File: src/hdl/u2l_pkg.sv
// Shared types, constants and the code point fold function of the UTF-8 to
// Latin-1 decoder. No dependencies; used by every module of the block.
package u2l_pkg;

  localparam int unsigned QueueDepth = 4;
  localparam int unsigned QueuePtrW  = $clog2(QueueDepth);
  localparam int unsigned QueueCntW  = $clog2(QueueDepth + 1);

  localparam logic [7:0]  ReplCode   = 8'h3F;
  localparam logic [7:0]  DashCode   = 8'h2D;
  localparam logic [7:0]  QuoteCode  = 8'h27;
  localparam logic [20:0] EnDash     = 21'h002013;
  localparam logic [20:0] EmDash     = 21'h002014;
  localparam logic [20:0] LeftQuote  = 21'h002018;
  localparam logic [20:0] RightQuote = 21'h002019;

  typedef struct packed {
    logic [7:0] code;
    logic       run_last;
    logic       text_end;
  } result_t;

  typedef struct packed {
    logic [1:0] num;
    result_t    r0;
    result_t    r1;
  } push_t;

  function automatic logic [7:0] fold_code(input logic [20:0] v);
    logic [7:0] res;
    if (v == EnDash || v == EmDash) begin
      res = DashCode;
    end else if (v == LeftQuote || v == RightQuote) begin
      res = QuoteCode;
    end else if (v[20:8] == 13'd0 && v[7:5] != 3'd0) begin
      res = v[7:0];
    end else begin
      res = ReplCode;
    end
    return res;
  endfunction

endpackage

File: src/hdl/u2l_queue.sv
// Result queue of the UTF-8 to Latin-1 decoder: takes up to two results a
// cycle and offers one to the output channel. Depends on u2l_pkg.
module u2l_queue (
  input  logic                          clk_i,
  input  logic                          rst_ni,
  input  u2l_pkg::push_t                push_i,
  output logic                          room_o,
  output logic                          out_valid_o,
  input  logic                          out_stall_i,
  output u2l_pkg::result_t              head_o
);

  u2l_pkg::result_t                     mem_q [u2l_pkg::QueueDepth];
  logic [u2l_pkg::QueuePtrW-1:0]        wr_ptr_q, wr_ptr_d;
  logic [u2l_pkg::QueuePtrW-1:0]        rd_ptr_q, rd_ptr_d;
  logic [u2l_pkg::QueueCntW-1:0]        cnt_q, cnt_d;
  logic                                 pop;

  assign out_valid_o = (cnt_q != '0);
  assign head_o      = mem_q[rd_ptr_q];
  assign room_o      = (cnt_q <= u2l_pkg::QueueCntW'(u2l_pkg::QueueDepth - 2));
  assign pop         = out_valid_o && !out_stall_i;

  always_comb begin
    wr_ptr_d = wr_ptr_q + u2l_pkg::QueuePtrW'(push_i.num);
    rd_ptr_d = rd_ptr_q + u2l_pkg::QueuePtrW'(pop);
    cnt_d    = cnt_q + u2l_pkg::QueueCntW'(push_i.num) - u2l_pkg::QueueCntW'(pop);
  end

  always_ff @(posedge clk_i or negedge rst_ni) begin
    if (!rst_ni) begin
      wr_ptr_q <= '0;
      rd_ptr_q <= '0;
      cnt_q    <= '0;
    end else begin
      wr_ptr_q <= wr_ptr_d;
      rd_ptr_q <= rd_ptr_d;
      cnt_q    <= cnt_d;
    end
  end

  always_ff @(posedge clk_i) begin
    if (push_i.num != 2'd0) begin
      mem_q[wr_ptr_q] <= push_i.r0;
    end
    if (push_i.num == 2'd2) begin
      mem_q[wr_ptr_q + u2l_pkg::QueuePtrW'(1)] <= push_i.r1;
    end
  end

  assert property (@(posedge clk_i) disable iff (!rst_ni)
    cnt_q <= u2l_pkg::QueueCntW'(u2l_pkg::QueueDepth))
    else $error("result queue overfilled");

  assert property (@(posedge clk_i) disable iff (!rst_ni)
    push_i.num != 2'd0 |-> room_o)
    else $error("results pushed without room");

  assert property (@(posedge clk_i) disable iff (!rst_ni)
    (cnt_q == '0 && push_i.num == 2'd0) |=> !out_valid_o)
    else $error("result offered from an empty queue");

endmodule

File: src/hdl/u2l_decode.sv
// Input register, sequence state and single-pass decode of one UTF-8 byte
// into up to two Latin-1 results. Depends on u2l_pkg.
module u2l_decode (
  input  logic           clk_i,
  input  logic           rst_ni,
  input  logic           in_valid_i,
  output logic           in_stall_o,
  input  logic [7:0]     text_byte_i,
  input  logic           final_byte_i,
  input  logic           room_i,
  output u2l_pkg::push_t push_o
);

  logic             in_vld_q, in_vld_d;
  logic [7:0]       in_byte_q;
  logic             in_final_q;
  logic [1:0]       pend_q, pend_n;
  logic [20:0]      val_q, val_n;
  logic             take;
  logic [20:0]      gathered;
  logic [1:0]       num;
  logic [1:0][7:0]  cd;

  assign take       = in_vld_q && room_i;
  assign in_stall_o = in_vld_q && !take;
  assign in_vld_d   = in_stall_o ? in_vld_q : in_valid_i;
  assign gathered   = {val_q[14:0], in_byte_q[5:0]};

  always_comb begin
    pend_n = pend_q;
    val_n  = val_q;
    num    = 2'd0;
    cd     = '0;
    if (pend_q != 2'd0 && in_byte_q[7:6] == 2'b10) begin
      pend_n = pend_q - 2'd1;
      val_n  = gathered;
      if (pend_n == 2'd0) begin
        cd[0] = u2l_pkg::fold_code(gathered);
        num   = 2'd1;
      end
    end else begin
      pend_n = 2'd0;
      val_n  = '0;
      if (pend_q != 2'd0) begin
        cd[0] = u2l_pkg::ReplCode;
        num   = 2'd1;
      end
      if (!in_byte_q[7]) begin
        cd[num[0]] = in_byte_q;
        num        = num + 2'd1;
      end else if (in_byte_q[7:5] == 3'b110) begin
        pend_n = 2'd1;
        val_n  = {16'd0, in_byte_q[4:0]};
      end else if (in_byte_q[7:4] == 4'b1110) begin
        pend_n = 2'd2;
        val_n  = {17'd0, in_byte_q[3:0]};
      end else if (in_byte_q[7:3] == 5'b11110) begin
        pend_n = 2'd3;
        val_n  = {18'd0, in_byte_q[2:0]};
      end else begin
        cd[num[0]] = u2l_pkg::ReplCode;
        num        = num + 2'd1;
      end
    end
    if (in_final_q) begin
      if (pend_n != 2'd0 && num < 2'd2) begin
        cd[num[0]] = u2l_pkg::ReplCode;
        num        = num + 2'd1;
      end
      pend_n = 2'd0;
      val_n  = '0;
    end
  end

  always_comb begin
    push_o.num         = take ? num : 2'd0;
    push_o.r0.code     = cd[0];
    push_o.r0.run_last = (num == 2'd1);
    push_o.r0.text_end = (num == 2'd1) && in_final_q;
    push_o.r1.code     = cd[1];
    push_o.r1.run_last = 1'b1;
    push_o.r1.text_end = in_final_q;
  end

  always_ff @(posedge clk_i or negedge rst_ni) begin
    if (!rst_ni) begin
      in_vld_q <= 1'b0;
      pend_q   <= 2'd0;
      val_q    <= '0;
    end else begin
      in_vld_q <= in_vld_d;
      if (take) begin
        pend_q <= pend_n;
        val_q  <= val_n;
      end
    end
  end

  always_ff @(posedge clk_i) begin
    if (!in_stall_o) begin
      in_byte_q  <= text_byte_i;
      in_final_q <= final_byte_i;
    end
  end

  assert property (@(posedge clk_i) disable iff (!rst_ni)
    (take && in_final_q) |=> (pend_q == 2'd0 && val_q == '0))
    else $error("sequence state not cleared after final byte");

  assert property (@(posedge clk_i) disable iff (!rst_ni)
    (take && in_final_q) |-> push_o.num != 2'd0)
    else $error("final byte produced no result");

  assert property (@(posedge clk_i) disable iff (!rst_ni)
    push_o.num != 2'd3)
    else $error("more than two results for one byte");

endmodule

File: src/hdl/utf8_to_latin1_decoder_core.sv
// Top level of the UTF-8 to Latin-1 decoder.
// Depends on u2l_pkg, u2l_decode and u2l_queue.
//
// Usage:
//   Input channel: one UTF-8 byte per request on text_byte_i, with
//   final_byte_i marking the last byte of a text. Output channel: one
//   Latin-1 code per request on latin_code_o, with run_last_o on the last
//   result of a byte and text_end_o on the last result of the text.
//   Both channels move a request on a rising edge with valid high, stall low.
// Path: an accepted byte passes through the input register and the
//   four-entry result queue before its first result is offered.
// Throughput: one byte per cycle while the receiver takes results. A byte
//   that yields two results (a broken sequence) fills two queue entries;
//   lead bytes that neither end a text nor break a sequence yield none. The
//   queue limits intake when it holds more than two results.
// Reset: clears the input valid flag, the sequence state and the queue.
// Receiver stall: results wait in the queue; once it is nearly full the
//   input stall rises and the pending byte holds in the input register.
module utf8_to_latin1_decoder_core (
  input  logic       clk_i,
  input  logic       rst_ni,
  input  logic       in_valid_i,
  output logic       in_stall_o,
  input  logic [7:0] text_byte_i,
  input  logic       final_byte_i,
  output logic       out_valid_o,
  input  logic       out_stall_i,
  output logic [7:0] latin_code_o,
  output logic       run_last_o,
  output logic       text_end_o
);

  u2l_pkg::push_t   push;
  u2l_pkg::result_t head;
  logic             room;

  u2l_decode u_decode (
    .clk_i        (clk_i),
    .rst_ni       (rst_ni),
    .in_valid_i   (in_valid_i),
    .in_stall_o   (in_stall_o),
    .text_byte_i  (text_byte_i),
    .final_byte_i (final_byte_i),
    .room_i       (room),
    .push_o       (push)
  );

  u2l_queue u_queue (
    .clk_i       (clk_i),
    .rst_ni      (rst_ni),
    .push_i      (push),
    .room_o      (room),
    .out_valid_o (out_valid_o),
    .out_stall_i (out_stall_i),
    .head_o      (head)
  );

  assign latin_code_o = head.code;
  assign run_last_o   = head.run_last;
  assign text_end_o   = head.text_end;

endmodule

File: config.mk
export PLATFORM = sky130hd
export DESIGN_NAME = utf8_to_latin1_decoder_core
export DESIGN_NICKNAME = d
export VERILOG_FILES = /design/src/hdl/u2l_pkg.sv /design/src/hdl/u2l_queue.sv /design/src/hdl/u2l_decode.sv /design/src/hdl/utf8_to_latin1_decoder_core.sv
export SDC_FILE = /design/constraint.sdc
export NUM_CORES = 1
export LEC_CHECK = 0
export ABC_CLOCK_PERIOD_IN_PS = 6800
export BUFFER_PORTS_ARGS = -buffer_cell sky130_fd_sc_hd__buf_4
export CORE_ASPECT_RATIO = 2
export CORE_MARGIN = 1.5
export CORE_UTILIZATION = 35
export CTS_BUF_LIST = sky130_fd_sc_hd__clkbuf_8
export CTS_CLUSTER_DIAMETER = 60
export DETAILED_ROUTE_END_ITERATION = 8
export PLACE_DENSITY_LB_ADDON = 0.1
export RECOVER_POWER = 100
export SLEW_MARGIN = 20
export SYNTH_ARGS = -nofsm -noshare
export SYNTH_HDL_FRONTEND = slang
export SYNTH_SLANG_ARGS = --single-unit
File: constraint.sdc
create_clock -name clk_i -period 6.8 [get_ports clk_i]
set_clock_uncertainty 0.1 [all_clocks]
set_input_delay 1.36 -clock clk_i [delete_from_list [all_inputs] [get_ports clk_i]]
set_output_delay 1.36 -clock clk_i [all_outputs]
set_load 0.02 [all_outputs]
Word level (Yosys, flattened, before mapping)
Memories as Yosys holds them, arrays and structs flattened.
Index checks and enable logic that the tools add are counted.
{"block": "word_totals", "output_inout_bits": 12, "mem_bits_rw": 40, "reg_bits": 34, "input_bits": 13, "memories": 1}
{"block": "op_classes", "bitwise_logic": 6, "n_addsub": 8, "n_reduce_logical": 20, "n_eq_ne": 10, "n_mux": 46, "n_lt_le_gt_ge": 6}
{"name": "u_queue.mem_q", "depth": 4, "word_bits": 10, "read_ports": 1, "rd_clocked_by_memory_dff": 0, "wr": 2, "line": "u2l_queue.sv:13", "source": "u2l_pkg::result_t mem_q [u2l_pkg::QueueDepth];"}
{"op": "2-to-1 mux 16 bit", "count": 6}
{"op": "== test 21 x 14 -> 1 bit (second input constant)", "count": 4}
{"op": "2-to-1 mux 8 bit", "count": 9}
{"op": "2-to-1 mux 15 bit", "count": 4}
{"op": "2-to-1 mux 2 bit", "count": 15}
{"op": "bitwise mux 16 bit", "count": 1}
{"op": "demux 8 bit (select 1 bit)", "count": 2}
{"op": "logical NOT 13 bit", "count": 1}
{"op": "bitwise OR 12 bit", "count": 1}
{"op": "bitwise OR 6 x 12 -> 12 bit", "count": 1}
{"op": "logical AND 1 bit", "count": 9}
{"op": "inverter 4 bit", "count": 2}
{"op": "adder 2 x 1 -> 2 bit (second input constant)", "count": 3}
{"op": "2-to-1 mux 1 bit", "count": 6}
{"op": "2-to-1 mux 6 bit", "count": 1}
{"op": "nonzero test 2 bit", "count": 3}
{"op": "nonzero test 3 bit", "count": 2}
{"op": "== test 5 bit (second input constant)", "count": 1}
{"op": "AND 2 x 4 -> 4 bit", "count": 1}
{"op": "AND 4 bit", "count": 1}
{"op": "== test 2 bit (second input constant)", "count": 2}
{"op": "== test 4 bit (second input constant)", "count": 1}
{"op": "less-than comparator 1 x 2 -> 1 bit (second input constant)", "count": 2}
{"op": "2-to-1 mux 4 bit", "count": 1}
{"op": "14 further kinds", "count": 17}

Logic depth before layout (Yosys ltp)
Gate-level depths: netlist of the first run.
{"block": "depth", "depth_word": 17, "ltp_mapped": 14, "depth_no_buf": 13}

Cells and area by module
From an unflattened synthesis of the first run, not the netlist that was laid out.
{"block": "hier_totals", "hier_cells": 321, "area_unflattened_um2": 4013.8}
{"module": "u2l_queue", "area_per_inst_um2": 2341.0, "n_inst": 1, "seq_area_each_um2": 1376.3, "cells_per_inst": 137}
{"module": "u2l_decode", "area_per_inst_um2": 1672.9, "n_inst": 1, "seq_area_each_um2": 720.7, "cells_per_inst": 184}

Worst setup path before layout of the first run
OpenSTA, ideal clock, no wires.
{"block": "synth_path", "path_kind": "flip-flop to flip-flop", "start": "register u_decode.in_byte_q[7]", "end": "register u_queue.cnt_q[2] (netlist name)", "setup_ns": 0.123, "path_slack_ns": 3.529, "arrival_time_ns": 3.048, "path_stages_with_launch": 14, "period_less_slack_ns": 3.271, "path_cell_list": "edfxtp_1 -> buf_4 -> clkbuf_1 -> nor3b_1 -> ha_1 -> or2_1 -> mux2i_4 -> a21o_2 -> o21ai_1 -> nand2_1 -> ha_1 -> fa_1 -> xor2_1 -> xnor2_1"}
{"block": "synth_between", "elab_chain_len": 13}
{"element": "start: declaration", "line": "u2l_decode.sv:15", "source": "logic [7:0] in_byte_q;"}
{"element": "start signal: assignment", "line": "u2l_decode.sv:101", "source": "in_byte_q <= text_byte_i;"}
{"element": "== test 5 bit", "line": "u2l_decode.sv:57", "source": "end else if (in_byte_q[7:3] == 5'b11110) begin"}
{"element": "2-to-1 mux 2 bit", "line": "u2l_decode.sv:57"}
{"element": "2-to-1 mux 2 bit", "line": "u2l_decode.sv:54", "source": "end else if (in_byte_q[7:4] == 4'b1110) begin"}
{"element": "2-to-1 mux 2 bit", "line": "u2l_decode.sv:51", "source": "end else if (in_byte_q[7:5] == 3'b110) begin"}
{"element": "2-to-1 mux 2 bit", "line": "u2l_decode.sv:48", "source": "if (!in_byte_q[7]) begin"}
{"element": "2-to-1 mux 2 bit", "line": "u2l_decode.sv:34", "source": "if (pend_q != 2'd0 && in_byte_q[7:6] == 2'b10) begin"}
{"element": "less-than comparator 2 bit or nonzero test 2 bit (tied branches)", "line": "u2l_decode.sv:66", "source": "if (pend_n != 2'd0 && num < 2'd2) begin"}
{"element": "logical AND 1 bit", "line": "u2l_decode.sv:66"}
{"element": "2-to-1 mux 2 bit", "line": "u2l_decode.sv:66"}
{"element": "2-to-1 mux 2 bit *", "line": "u2l_decode.sv:65", "source": "if (in_final_q) begin"}
{"element": "2-to-1 mux 2 bit *", "line": "u2l_decode.sv:76", "source": "push_o.num = take ? num : 2'd0;"}
{"element": "adder 3 x 2 -> 3 bit *", "line": "u2l_queue.sv:27", "source": "cnt_d = cnt_q + u2l_pkg::QueueCntW'(push_i.num) - u2l_pkg::QueueCntW'(pop);"}
{"element": "subtractor 3 x 1 -> 3 bit *", "line": "u2l_queue.sv:27"}
{"element": "named net u_queue.cnt_d (one bit)", "line": "u2l_queue.sv:16", "source": "logic [u2l_pkg::QueueCntW-1:0] cnt_q, cnt_d;"}
{"element": "end signal: assignment", "line": "u2l_queue.sv:38", "source": "cnt_q <= cnt_d;"}
{"element": "end: declaration", "line": "u2l_queue.sv:16"}
The timed path passes the listed nets; every way through them passes the cells marked *.
A chain may end at the register's enable or synchronous reset.

==> metrics.md, run 1 <==
| Metric | Value |
|---|---|
| Sw frac | `45.6%` |
| Most frequent cells in the layout | `45 x edfxtp_1, 28 x nand2_1, 25 x dfrtp_1, 24 x o22ai_1` |
| Post-synth EDFFs | `45` |
| All-Layer GR Usage | `19.0%` |
| TNS Setup | `0 ps` |
| Min-delay src | `u_queue.cnt_q[2]` |
| Final ANT Viol Nets | `0` |
| Synth area leaders | `edfxtp_1 35%, dfrtp_1 16%, mux4_2 5.8%` |
| RSZ-0062 raised after global routing | `false` |
| Hold Crit Class | `flip-flop to flip-flop` |
| Yosys warns | `0` |
| Crit path cell chain | `nand3_1 -> nor3b_1 -> ha_1 -> or2_1 -> mux2i_1 -> a21oi_1 -> nor2_1 -> a2111oi_0 -> o22ai_1` |
| TritonCTS Buffers | `9` |
| Fin crit share | `57.8%` |
| Final Max Tran Viols | `0` |
| CTS Root Cell | `clkbuf_8` |
| DP HPWL | `8140 um` |
| # fillers | `1089` |
| Drt wl/cell | `20.9 um` |
| Crit-path max FO | `16` |
| Slew @ Worst Pin | `1420 ps` |
| Vias per cell | `5.64` |
| Crit. End Element | `flip-flop` |
| Cell family with most CP delay | `compound AO/OA/AOI/OAI gates` |
| Sequential share of power | `35.4%` |
| Power Density | `543 nW/um2` |
| R2R Path End | `u_queue.mem_q[0][3]` |
| Clock Sinks | `74` |
| Status | `complete, no violations` |
| Synth unique cells | `64` |
| R2r setup slk | `2870 ps` |
| Multi-input gate area | `1620 um2` |
| Final hold vios | `0` |
| Drt drc | `0` |
| Crit Path Class | `flip-flop to flip-flop` |
| Synth Cell Area | `3860 um2` |
| Max clock buf depth | `2` |
| Chip width | `77.2 um` |
| Register bit total from synthesis | `74` |
| Launch point of the worst reg-to-reg path | `u_decode.in_byte_q[6]` |
| Row cnt | `54` |
| Vias | `2784` |
| Number of global-route vias before repair | `2828` |
| Drt total wl | `10300 um` |
| Syn Inst Count | `328` |
| Ys async rst share | `33.8%` |
| Core box area | `10800 um2` |
| Hold endpoint | `u_queue.cnt_q[2]` |
| Required time worst endpoint | `6770 ps` |
| Max incr delay on CP | `950 ps` |
| Placed cell areas | `4140 um2` |
| I/O Buffers | `24` |
| Slowest cell on the critical path | `a2111oi_0` |
| Pint | `0.00126 W` |
| Share of cells above drive strength 1 | `13.0%` |
| Clock-pin slew on the worst setup and hold paths | `80 ps` |
| Io pins | `25` |
| Clock Power Share | `16.1%` |
| Worst slew margin | `5.08%` |
| Minimum clock period | `3930 ps` |
| Largest net degree at the start of global routing | `26` |
| Peak VDD IR | `0.000197 V` |
| PostCTS Resize Cnt | `0` |
| Antenna violations before repair | `0` |
| Comb pwr share | `48.5%` |
| Max-Cap Viols | `0` |
| Area Overhead vs Synth | `10.3%` |
| Worst hold stages | `1` |
| Number of diodes | `0` |
| Register Area | `2060 um2` |
| Post-layout net count | `370` |
| Leakage Power | `1.58 nW` |
| Final weighted congestion in routability-driven placement | `0.949` |
| Most common cell after layout, fill and taps aside | `edfxtp_1` |
| Fin area | `4250 um2` |
| Worst-skew pair later-pin latency | `360 ps` |
| WP buf/inv | `0` |
| Maximum clock rate | `254 MHz` |
| Drt first pass iters | `4` |
| Hold_buf cts | `0` |
| Total grt overflow | `0` |
| Worst Path Arrival | `3900 ps` |
| Worst path depth | `9` |
| H-tree levels | `3` |
| Layout Utilization | `39.3%` |
| Die area | `11700 um2` |
| Final setup vio count | `0` |
| CP startpoint kind | `flip-flop` |
| Starting density of the core | `35.7%` |
| Global-route wire length before repair | `16200 um` |
| Die H | `151 um` |
| DRT iter0 DRCs | `191` |
| Worst R2R Path Depth | `9` |
| Syn_area_per_cell | `11.8 um2` |
| Yosys top cell area share | `35.0%` |
| Seq/Total Area, Yosys | `53.3%` |
| Net switching power | `0.00105 W` |
| Synth area leader | `edfxtp_1` |
| CTS tree | `yes` |
| Synth Flop Type | `edfxtp_1` |
| Synthesized Nets | `349` |
| Postcts setup bufs | `0` |
## stage by stage
stage	setup WS (ps)	power (W)	std cells	hold slack (ps)
floorplan	3530	0.00166	328	360
global placement	3160	0.00204	478	392
detailed placement	3090	0.00204	478	394
CTS	3070	0.00242	494	410
global route	2470	0.00247	494	422
finish	2870	0.00231	494	409
## logic make-up (layout without fill, tap and decap cells)
family / Yosys count / count (layout) / synth area share, %
AND/OR/NAND/NOR: 101 / 101 / 13.7
AO/OA/AOI/OAI: 98 / 98 / 18.3
flip-flops: 74 / 74 / 53.3
buffers and inverters: 27 / 53 / 3.28
multiplexers: 12 / 12 / 6.72
adder cells (fa/ha/maj): 9 / 9 / 3.08
XOR/XNOR: 7 / 7 / 1.59
## flip-flops by register name (all words and copies together) (netlist names)
register             count
u_queue.mem_q           40
u_decode.val_q          15
u_decode.in_byte_q       8
u_queue.cnt_q            3
u_decode.pend_q          2
u_queue.rd_ptr_q         2
u_queue.wr_ptr_q         2
u_decode.in_final_q      1
u_decode.in_vld_q        1
## worst max-delay path by stage
stage / startpoint / end / slack (ps)
after detailed placement: u_decode.in_byte_q[6] / u_queue.mem_q[3][9] / 3090
after global placement: u_decode.in_byte_q[6] / u_queue.mem_q[3][6] / 3160
after CTS: u_decode.in_byte_q[6] / u_queue.mem_q[3][4] / 3070
after floorplan: u_decode.in_byte_q[7] / u_queue.cnt_q[2] / 3530
after global routing: u_decode.in_byte_q[6] / u_queue.mem_q[0][3] / 2470
final: u_decode.in_byte_q[6] / u_queue.mem_q[0][3] / 2870
## final cells by class
class	instances	share of cell area (%)
clock buffers	9	2.91
clock inverters	7	2.21
inverters	11	0.971
multi-input cells	227	38.1
flip-flops and latches	74	48.4
well taps	140	4.12
repair buffers	26	3.35
## power groups by stage
stage | sequential (W) | combinational, W | clock, W
floorplan | 0.000709 | 0.000954 | 0
global placement | 0.000830 | 0.00121 | 0
detailed placement | 0.000832 | 0.00121 | 0
CTS | 0.000823 | 0.00121 | 0.000385
global route | 0.000844 | 0.00123 | 0.000400
finish | 0.000816 | 0.00112 | 0.000372
## synth_stat cells (2+ instances only)
cell and number:
xnor2_1 4, a21oi_2 2, nand2_2 4, nor2_1 19, o21ai_1 6, buf_4 4, a21oi_1 7, edfxtp_1 45
or2_2 2, or2_1 2, or3_1 2, nor3b_1 2, nor2b_1 2, ha_1 7, dfrtp_1 25, nor3_2 2
nand2_1 24, dfxtp_1 4, buf_1 2, inv_1 11, a32o_1 7, o21a_1 2, nand3_1 15, nor4_1 3
buf_2 2, and3_1 9, o21ai_0 18, clkbuf_1 7, mux4_2 10, a22o_1 13, xor2_1 3, o22ai_1 24
nand2b_1 4, a31oi_1 2, nor3_1 4
## routing by layer
metal | up-vias | routed length (um) | global-route usage, %
li1 | 1316 | - | -
met1 | 1370 | 3440 | 17.8
met2 | 78 | 6270 | 38.6
met3 | 20 | 304 | 3.13
met4 | 0 | 323 | 8.73
met5 | - | 0 | 0
(Power assumes the default switching activity.)
==> run 2: changes to the inputs <==
--- a/config.mk
+++ b/config.mk
@@ -5,7 +5,7 @@
 export SDC_FILE = /design/constraint.sdc
 export NUM_CORES = 1
 export LEC_CHECK = 0
-export ABC_CLOCK_PERIOD_IN_PS = 6800
+export ABC_CLOCK_PERIOD_IN_PS = 3700
 export BUFFER_PORTS_ARGS = -buffer_cell sky130_fd_sc_hd__buf_4
 export CORE_ASPECT_RATIO = 2
 export CORE_MARGIN = 1.5
==> constraint.sdc (replaced) <==
create_clock -name clk_i -period 3.7 [get_ports clk_i]
set_clock_uncertainty 0.1 [all_clocks]
set_input_delay 0.74 -clock clk_i [delete_from_list [all_inputs] [get_ports clk_i]]
set_output_delay 0.74 -clock clk_i [all_outputs]
set_load 0.02 [all_outputs]
==> run 2 against run 1 <==
  * Combinational power is 98% higher
  * Sequential share of layout area fell by 1.2 points
  * Clock-buffer cell count unchanged
  * Setup slack worse by 2600 ps
  * Die area did not move
  * Register-to-register slack worse by 2600 ps
  * Flip-flop and latch count did not move
  * Hold slack better by 3.0 ps
  * Global-route usage about the same
  * Critical endpoint is now u_queue.cnt_q[2]
  * Core utilization up 0.96 points
  * Final cell count grew 2.6%
==> metrics.md, run 2 (synthesized netlist as in run 1, its figures left out) <==
| Metric | Value |
|---|---|
| Status | `complete, no violations` |
| Postcts setup bufs | `0 (unchanged)` |
| Max layer used | `met4` |
| Antenna violations before repair | `0 (unchanged)` |
| H-tree levels | `3 (unchanged)` |
| Fin crit share | `91.9% (+34 points)` |
| DR WL met3 | `251 um (-17%)` |
| Total grt overflow | `0 (unchanged)` |
| Vias per cell | `5.62 (-0.29%)` |
| Final hold vios | `0 (unchanged)` |
| Comb pwr share | `51.2% (+2.7 points)` |
| Max reg flops | `40 (unchanged)` |
| Crit Path Class | `flip-flop to flip-flop` |
| Max-Cap Viols | `0 (unchanged)` |
| Post-layout net count | `383 (+3.5%)` |
| Worst Path Arrival | `3550 ps (-350 ps)` |
| PostCTS Resize Cnt | `0 (unchanged)` |
| Sequential share of power | `32.7% (-2.7 points)` |
| Worst-skew pair later-pin latency | `360 ps (about the same)` |
| TNS Setup | `0 ps (unchanged)` |
| Max incr delay on CP | `420 ps (-530 ps)` |
| I/O Buffers | `24 (unchanged)` |
| Minimum clock period | `3400 ps (-531 ps)` |
| Hold Crit Class | `flip-flop to flip-flop` |
| Clock-pin slew on the worst setup and hold paths | `80 ps (about the same)` |
| Biggest regs | `u_queue.mem_q x40, u_decode.val_q x15, u_decode.in_byte_q x8` |
| Crit. End Element | `flip-flop` |
| Final setup vio count | `0 (unchanged)` |
| Most frequent cells in the layout | `45 x edfxtp_1, 26 x nand2_1, 25 x dfrtp_1, 24 x o22ai_1, 20 x clkbuf_1` |
| R2R Path End | `u_queue.cnt_q[2]` |
| Share of cells above drive strength 1 | `15.8% (+2.8 points)` |
| CTS tree | `yes` |
| Die area | `11700 um2 (unchanged)` |
| Launch point of the worst reg-to-reg path | `u_decode.pend_q[0]` |
| Number of diodes | `0 (unchanged)` |
| TritonCTS Buffers | `9 (unchanged)` |
| Total Power | `0.00434 W (+88%)` |
| Die H | `151 um (unchanged)` |
| Core box area | `10800 um2 (unchanged)` |
| Multi-input gate area | `1650 um2 (+1.7%)` |
| Final weighted congestion in routability-driven placement | `0.939 (-1.1%)` |
| Chip width | `77.2 um (unchanged)` |
| Non-Filler Instances | `507 (+2.6%)` |
| Starting density of the core | `35.7% (unchanged)` |
| Maximum clock rate | `294 MHz (+16%)` |
| Drt wl/cell | `20.7 um (-1.3%)` |
| Worst slew margin | `4.49% (-0.59 points)` |
| Pre-CTS setup slack | `357 ps (-2740 ps)` |
| Clock Power Share | `16.1% (about the same)` |
| Worst R2R Path Depth | `12 (+3)` |
| DP HPWL | `8250 um (+1.4%)` |
| Most used cell, CP | `ha_1` |
| Worst Setup SP | `u_decode.pend_q[0]` |
| RSZ-0062 raised after global routing | `false` |
| Power Density | `997 nW/um2 (+84%)` |
| Row cnt | `54 (unchanged)` |
| Crit-path max FO | `13 (-3)` |
| Final setup margin | `301 ps (-2570 ps)` |
| Vias | `2849 (+2.3%)` |
| Register Area | `2060 um2 (unchanged)` |
| Slowest cell on the critical path | `ha_1` |
| Max clock buf depth | `2 (unchanged)` |
| Slew @ Worst Pin | `1430 ps (+8.89 ps)` |
| Global-route wire length before repair | `16200 um (+0.43%)` |
| R2r setup slk | `300 ps (-2570 ps)` |
| Most common cell after layout, fill and taps aside | `edfxtp_1` |
| Drt first pass iters | `4 (unchanged)` |
| Final ANT Viol Nets | `0 (unchanged)` |
| Crit path capture | `u_queue.cnt_q[2]` |
| Final Max Tran Viols | `0 (unchanged)` |
| Required time worst endpoint | `3850 ps (-2920 ps)` |
| Sw frac | `45.5% (-0.046 points)` |
| CP startpoint kind | `flip-flop` |
| # fillers | `1095 (+0.55%)` |
| Pint | `0.00236 W (+88%)` |
| CTS Root Cell | `clkbuf_8` |
| Io pins | `25 (unchanged)` |
| Area Overhead vs Synth | `12.9%` |
| Post-Place Cells | `491 (+2.7%)` |
| Largest net degree at the start of global routing | `26 (unchanged)` |
| Met2 routed WL | `6360 um (+1.4%)` |
| DRT iter0 DRCs | `195 (+2.1%)` |
| Drt total wl | `10500 um (+1.3%)` |
| Hold_buf cts | `0 (unchanged)` |
| Peak VDD IR | `0.000354 V (+79%)` |
| All-Layer GR Usage | `19.0% (+0.036 points)` |
| Met1 Wirelength | `3520 um (+2.1%)` |
| Drt drc | `0 (unchanged)` |
| Crit path cell chain | `inv_1 -> ha_1 -> ha_1 -> or2_1 -> mux2i_4 -> a21o_2 -> nand3_1 -> a21oi_1 -> nand2b_1 -> fa_1 -> xor2_1 -> xnor2_1` |
| Leakage Power | `1.62 nW (+2.2%)` |
| Biggest register | `u_queue.mem_q` |
| Number of global-route vias before repair | `2963 (+4.8%)` |
| Fin Hold WS | `412 ps (+3.03 ps)` |
| Net switching power | `0.00198 W (+88%)` |
| Clock Sinks | `74 (unchanged)` |
==> run 2: worst max-delay path, delay by kind of cell, from the launching register on <==
kind	cells	cell delay, ps
buffers and inverters	1	80
DFF	1	400
muxes	1	170
AOI/OAI and AO/OA	2	560
adders and majority gates	3	1120
and+or+nand+nor	3	570
xor gates and xnor gates	2	290
==> run 2: area by class of cell <==
class	instances	share of cell area, %
Sequential cell	74	47.2
Multi-Input combinational cell	227	37.8
Timing Repair Buffer	39	5.00
Tap cell	140	4.02
Clock buffer	9	2.84
Clock inverter	7	2.18
Inverter	11	0.948
==> run 2: worst min path at each step <==
| stage | from | end | slack, ps | cells after the start |
|---|---|---|---|---|
| final | u_queue.mem_q[3][1] | u_queue.mem_q[3][1] | 410 | 2 |
| after floorplan | rst_ni | u_decode.in_vld_q | 340 | 0 |
| after detailed placement | u_queue.mem_q[3][1] | u_queue.mem_q[3][1] | 390 | 2 |
| after global routing | u_decode.val_q[14] | u_decode.val_q[14] | 430 | 1 |
| after CTS | rst_ni | u_queue.rd_ptr_q[0] | 180 | 1 |
| after global placement | u_queue.mem_q[0][1] | u_queue.mem_q[0][1] | 380 | 2 |
==> run 2: metal layers <==
layer | up-vias | GRT usage, %
li1 | 1350 | -
met1 | 1418 | 17.2
met2 | 60 | 39.3
met3 | 21 | 2.47
met4 | 0 | 9.91
met5 | - | 0
==> run 2: per-stage QoR <==
step	cell area (um2)	util, %
finish	4360	40.3
global placement	4240	39.2
floorplan	3860	-
CTS	4460	41.2
global route	4360	40.3
detailed placement	4240	39.2
==> run 2: power groups by stage <==
| stage | logic [W] | clock network (W) | registers [W] |
|---|---|---|---|
| finish | 0.00222 | 0.000699 | 0.00142 |
| global route | 0.00243 | 0.000739 | 0.00146 |
| CTS | 0.00239 | 0.000710 | 0.00143 |
| detailed placement | 0.00238 | 0 | 0.00144 |
| global placement | 0.00237 | 0 | 0.00144 |
| floorplan | 0.00175 | 0 | 0.00130 |
